**config.mk**
```make
export PLATFORM = sky130hd
export DESIGN_NAME = vpsc_classify
export DESIGN_NICKNAME = d
export VERILOG_FILES = /design/src/sv/vpsc_pkg.sv /design/src/sv/vpsc_classify.sv
export SDC_FILE = /design/constraint.sdc
export NUM_CORES = 1
export LEC_CHECK = 0
export BUFFER_PORTS_ARGS = -buffer_cell sky130_fd_sc_hd__buf_2
export CAP_MARGIN = 20
export CORE_ASPECT_RATIO = 1.2
export CORE_MARGIN = 1
export CORE_UTILIZATION = 30
export DETAILED_ROUTE_END_ITERATION = 16
export PLACE_DENSITY_LB_ADDON = 0.05
export RECOVER_POWER = 25
export SETUP_SLACK_MARGIN = 0.02
export SLEW_MARGIN = 10
export SYNTH_ARGS = -nofsm -noshare
export SYNTH_HDL_FRONTEND = slang
export SYNTH_SLANG_ARGS = --single-unit
```
**constraint.sdc**
```tcl
create_clock -name vclk -period 5.7
set_input_delay 0 -clock vclk [all_inputs]
set_output_delay 0 -clock vclk [all_outputs]
set_load 0.02 [all_outputs]
```
**src/sv/vpsc_pkg.sv**
```systemverilog
`default_nettype none

package vpsc_pkg;

  localparam int unsigned HEADER_W = 16;
  localparam int unsigned NUMBER_W = 12;
  localparam int unsigned COUNT_W  = 16;
  localparam int unsigned POS_W    = 7;
  localparam int unsigned VERDICT_W = 3;

  localparam logic [HEADER_W-1:0] DISCARD_MASK    = 16'h0F00;
  localparam logic [NUMBER_W-1:0] MAX_INDEX_RESET = 12'd60;
  localparam logic [COUNT_W-1:0]  COUNT_MAX       = 16'hFFFF;

  typedef enum logic [VERDICT_W-1:0] {
    VERDICT_IN_SEQ      = 3'd0,
    VERDICT_DISCARD     = 3'd1,
    VERDICT_BAD_NUMBER  = 3'd2,
    VERDICT_OUT_OF_SEQ  = 3'd3,
    VERDICT_REPEAT_ZERO = 3'd4,
    VERDICT_SKIPPED     = 3'd5
  } verdict_t;

  typedef enum logic [1:0] {
    CLASS_NONE    = 2'd0,
    CLASS_VALID   = 2'd1,
    CLASS_DISCARD = 2'd2
  } pkt_class_t;

  typedef struct packed {
    logic [NUMBER_W-1:0] last_number;
    logic                have_last;
    pkt_class_t          prev_class;
    logic [COUNT_W-1:0]  discard_count;
    logic [POS_W-1:0]    read_pos;
    logic                skipping;
  } seq_state_t;

  typedef struct packed {
    verdict_t verdict;
    logic     need_resync;
  } check_result_t;

endpackage

`default_nettype wire

```
**src/sv/vpsc_classify.sv**
```systemverilog
`default_nettype none

module vpsc_classify #(
  parameter int unsigned PACKETS_IN_READ = 120
) (
  input  wire logic [vpsc_pkg::HEADER_W-1:0] header,
  input  wire logic [vpsc_pkg::NUMBER_W-1:0] max_index,
  input  wire vpsc_pkg::seq_state_t          state_cur,
  output vpsc_pkg::seq_state_t               state_nxt,
  output vpsc_pkg::check_result_t            result
);

  localparam logic [vpsc_pkg::POS_W:0] READ_LEN = (vpsc_pkg::POS_W+1)'(PACKETS_IN_READ);

  logic [vpsc_pkg::NUMBER_W-1:0] number;
  logic [vpsc_pkg::POS_W:0]      pos_inc;
  logic                          read_end;
  logic [vpsc_pkg::POS_W-1:0]    pos_adv;
  logic                          is_discard;
  logic                          seq_ok;

  assign number     = header[vpsc_pkg::NUMBER_W-1:0];
  assign is_discard = (header & vpsc_pkg::DISCARD_MASK) == vpsc_pkg::DISCARD_MASK;
  assign pos_inc    = {1'b0, state_cur.read_pos} + {{vpsc_pkg::POS_W{1'b0}}, 1'b1};
  assign read_end   = pos_inc >= READ_LEN;
  assign pos_adv    = read_end ? '0 : pos_inc[vpsc_pkg::POS_W-1:0];

  always_comb begin
    if (!state_cur.have_last) begin
      seq_ok = number == '0;
    end else begin
      seq_ok = ({1'b0, number} == {1'b0, state_cur.last_number} + 13'd1) ||
               (number == '0 && state_cur.last_number == max_index);
    end
  end

  always_comb begin
    state_nxt          = state_cur;
    result.verdict     = vpsc_pkg::VERDICT_IN_SEQ;
    result.need_resync = 1'b0;
    if (state_cur.skipping) begin
      result.verdict     = vpsc_pkg::VERDICT_SKIPPED;
      state_nxt.read_pos = pos_adv;
      state_nxt.skipping = !read_end;
    end else if (is_discard) begin
      result.verdict = vpsc_pkg::VERDICT_DISCARD;
      if (state_cur.prev_class == vpsc_pkg::CLASS_VALID) begin
        state_nxt.have_last = 1'b0;
      end
      state_nxt.prev_class = vpsc_pkg::CLASS_DISCARD;
      if (state_cur.discard_count != vpsc_pkg::COUNT_MAX) begin
        state_nxt.discard_count = state_cur.discard_count + 16'd1;
      end
      state_nxt.read_pos = pos_adv;
    end else if (number > max_index) begin
      result.verdict     = vpsc_pkg::VERDICT_BAD_NUMBER;
      result.need_resync = 1'b1;
      state_nxt          = '0;
    end else begin
      if (state_cur.prev_class == vpsc_pkg::CLASS_DISCARD) begin
        state_nxt.discard_count = '0;
      end
      state_nxt.prev_class = vpsc_pkg::CLASS_VALID;
      if (number == '0 && state_cur.have_last && state_cur.last_number == '0) begin
        result.verdict     = vpsc_pkg::VERDICT_REPEAT_ZERO;
        state_nxt.read_pos = pos_adv;
        state_nxt.skipping = !read_end;
      end else if (seq_ok) begin
        result.verdict        = vpsc_pkg::VERDICT_IN_SEQ;
        state_nxt.last_number = number;
        state_nxt.have_last   = 1'b1;
        state_nxt.read_pos    = pos_adv;
      end else begin
        result.verdict     = vpsc_pkg::VERDICT_OUT_OF_SEQ;
        result.need_resync = 1'b1;
        state_nxt          = '0;
      end
    end
  end

endmodule

`default_nettype wire

```
# ---- Word-level counts from Yosys, hierarchy flattened
# Cells that the tools add are included.
dict set report classes {
  order_cmp 2
  addsub 3
  eq_ne 6
  reduce_logical 7
  mux 25
}
# cell n
set op_table {}
lappend op_table {{31-bit two-way mux} 2}
lappend op_table {{39-bit two-way mux} 1}
lappend op_table {{16-bit two-way mux} 2}
lappend op_table {{26-bit two-way mux} 1}
lappend op_table {{12-bit zero test} 2}
lappend op_table {{17-bit two-way mux} 1}
lappend op_table {{16-bit by 1-bit adder with 16-bit output (second input constant)} 1}
lappend op_table {{8-bit two-way mux} 2}
lappend op_table {{16-bit != test (second input constant)} 1}
lappend op_table {{7-bit two-way mux} 2}
lappend op_table {{12-bit by 1-bit adder with 13-bit output (second input constant)} 1}
lappend op_table {{12-bit by 13-bit == test with 1-bit output} 1}
lappend op_table {{13-bit two-way mux} 1}
lappend op_table {{12-bit == test} 1}
lappend op_table {{12-bit > comparator} 1}
lappend op_table {{12-bit two-way mux} 1}
lappend op_table {{3-bit two-way mux} 3}
lappend op_table {{7-bit by 1-bit adder with 8-bit output (second input constant)} 1}
lappend op_table {{8-bit by 7-bit >= comparator with 1-bit output (second input constant)} 1}
lappend op_table {{1-bit two-way mux} 7}
lappend op_table {{4-bit == test (second input constant)} 1}
lappend op_table {{4-bit two-way mux} 1}
lappend op_table {{1-bit logical AND} 3}
lappend op_table {{2-bit by 1-bit == test with 1-bit output (second input constant)} 1}
lappend op_table {{other kinds (4)} 4}
dict set report totals {
  ff_bits 0
  wordCells 43
  input_bits 67
  output_inout_bits 43
}

# ---- Logic depth before layout (Yosys ltp)
dict set report depth {
  ltp_word 9
  mapped_depth 11
  depth_no_buf 10
}

# ---- Worst setup path after synthesis
# No wires, ideal clock.
dict set report synth_path {
  path_kind {input to output}
  startpoint {input port state_cur[27] (netlist bit)}
  endpoint {output port state_nxt[5] (netlist bit)}
  t_required_ns 5.700
  path_stages 10
  slack_ns 3.155
  t_arrival_ns 2.545
  cell_sequence {ha_1 and2_1 buf_2 and3_1 o21a_1 o31a_1 a2111o_1 a21boi_4 nor2_1 nor4_1}
}
# element line
set synth_lines {}
lappend synth_lines {{start, declared} vpsc_classify.sv:8} ;# input wire vpsc_pkg::seq_state_t state_cur,
lappend synth_lines {{end, declared} vpsc_classify.sv:9} ;# output vpsc_pkg::seq_state_t state_nxt,

==> run_results.csv <==
group,metric,value,unit
worst_hold_path,hp-class,"input pin to output port",
clocking,post_cts_buffers,0,
outcome,run_status,"finished clean",
die,num_io_pins,110,
route,drt_pass1_iterations,4,
sta,holdWs,0.2993,ns
power,powerDensity,75.98,mW/mm²
place,numPortBuffers,106,
synth,syn_nets,381,
sta,slew_violations,0,
sta,fin_crit_sh,60.93,%
sta,final-hold-violation-count,0,
global_route,grt_pass1_vias,2342,
route,wl_per_cell,14.37,µm
global_route,grt_pass1_wl,10740,µm
run,drv_cap,0,
critical_path,critPathRequiredTime,5.70,ns
synth,postSynthCellCount,298,
global_route,grt_usage,19.42,%
critical_path,startpoint_type,"input pin",
sta,tns,0,ns
route,wl,6753,µm
synth,synth.distinct_cells,44,
critical_path,arrival,3.47,ns
critical_path,critPathTopFamily,"compound AO/OA/AOI/OAI gates",
critical_path,crit_buf_inv,2,
finish,diodes,0,
global_route,antenna_found_initial,0,
power,comb_power_share,100.0,%
route,wl_met1,2983,µm
finish,nets,473,
route,wl_met2,3319,µm
route,dr_wl_met3,336,µm
synth,syn_avg_cell_area,6.474,µm²
sta,rsz0062_at_grt,"false",
die,initial_utilization,31.48,%
place,post-dp-hpwl,5626,µm
critical_path,crit_fanout,15,
die,die_w,75.21,µm
synth,yosysWarnings,0,
critical_path,critPathMaxStageDelay,0.52,ns
route,maxUsedRoutingLayer,"met4",
sta,period_minus_slack,3.473,ns
synth,yosysMostFrequentCell,"nor2_1",
finish,nClkBuffers,0,
die,die_h,89.85,µm
power,clockPowerShare,0,%
power,total_switching_power,0.0001148,W
sta,tightest_slew,1.025,ns
synth,synth_top_area_share,10.38,%
route,final_antenna_net_count,0,
finish,final_cells,470,
sta,fin_ws,2.227,ns
global_route,grt-ovfl-total,0,
synth,syn_area,0.001929,mm²
finish,seq_cell_count,0,
power,p_int,0.00007208,W
power,pwr-share-seq,0,%
place,dp_cells,470,
critical_path,crit_start,"state_cur[27]",
sta,setup_viol,0,
critical_path,worstPathCellList,"clkbuf_1, ha_1, and2_0, a21oi_1, o21a_1, o31a_1, a2111o_1, a21boi_0, a31oi_2, o22ai_1, buf_2",
critical_path,critPathKind,"input pin to output port",
route,first_iter_violations,74,
die,core,0.006128,mm²
die,row_count,31,
worst_hold_path,hold_start,"state_cur[1]",
die,fp.dieArea,0.006757,mm²
power,swShare,61.43,%
clocking,postCtsResizedCells,0,
finish,regArea,0,µm²
route,vias,2489,
synth,synthTopCellsByArea,"ha_1, xor2_1, nand3_1",
global_route,grt_max_degree,18,
power,ir_worst_vdd,0.03982,mV
synth,synth_commonest_cells,"nor2_1, inv_1, nand3_1",
clocking,cts_hold_buf,0,
critical_path,endpoint_kind,"output port",
sta,max_slew_margin,31.48,%
power,leakagePower,1.208,nW
route,avgViaCountPerCell,5.296,
synth,ys_seq_area_share,0,%
critical_path,crit_slowest_cell,"a31oi_2",
place,gp_congestion,0.8524,
finish,layout-drive-gt1-share,28.61,%
finish,syn_to_final_growth,27.50,%
route,drc_errors,0,
sta,max_freq,287.9,MHz
place,pre_cts_ws,2.845,ns
synth,synth_top_area_cell,"ha_1",
-- metal layers --
layer,up-vias,track usage [%]
li1,1276,-
met1,1116,25.07
met2,89,35.06
met3,8,0.8969
met4,0,3.395
met5,-,0
-- cell families (layout without fill, tap and decap cells) --
group	after synthesis	in the layout	synth area share (%)
XOR/XNOR	28	28	12.71
AND/OR/NAND/NOR	126	126	33.92
adder cells (fa/ha/maj)	16	16	10.38
multiplexers	5	5	2.594
AO/OA/AOI/OAI	79	79	30.74
buffers and inverters	44	134	9.663
-- through the flow --
step                      power [W]  area [µm²]  utilization [%]
after CTS                 0.0001893        2481            40.49
after floorplan           0.0001169        1929                -
after global routing      0.0002074        2460            40.14
after global placement    0.0001879        2481            40.49
final                     0.0001869        2460            40.14
after detailed placement  0.0001886        2481            40.49
-- power by group through the flow --
stage	registers, W	clock network, W	logic (W)
4_1_cts	0	0	0.000189
2_1_floorplan	0	0	0.000117
5_1_grt	0	0	0.000207
6_report	0	0	0.000187
3_5_place_dp	0	0	0.000189
3_3_place_gp	0	0	0.000188
-- layout by cell type (no fill, tap or decap), types with 7 or more instances in the layout --
cell and n:
inv_1 28, clkbuf_1 8, o21ai_0 13, and3_1 11, a22o_1 8, a31oi_1 7
ha_1 16, nand4_1 9, buf_2 98, xnor2_1 10, xor2_1 18, a21oi_1 11
nand2_1 19, nor2_1 29, nor3_1 7, nand3_1 23, nor4_1 9
-- final timing paths --
check,endpoint,slack [ns],depth (start not counted)
max,state_nxt[8],2.23,11
min,state_nxt[1],0.30,3
-- area by class of cell --
cell class                 count  area (µm²)
tap                           82       102.6
timing repair buffer         106       520.5
inverter                      28       105.1
multi-input combinational    254        1732
fill                         732        3669
(Power assumes the default switching activity.)
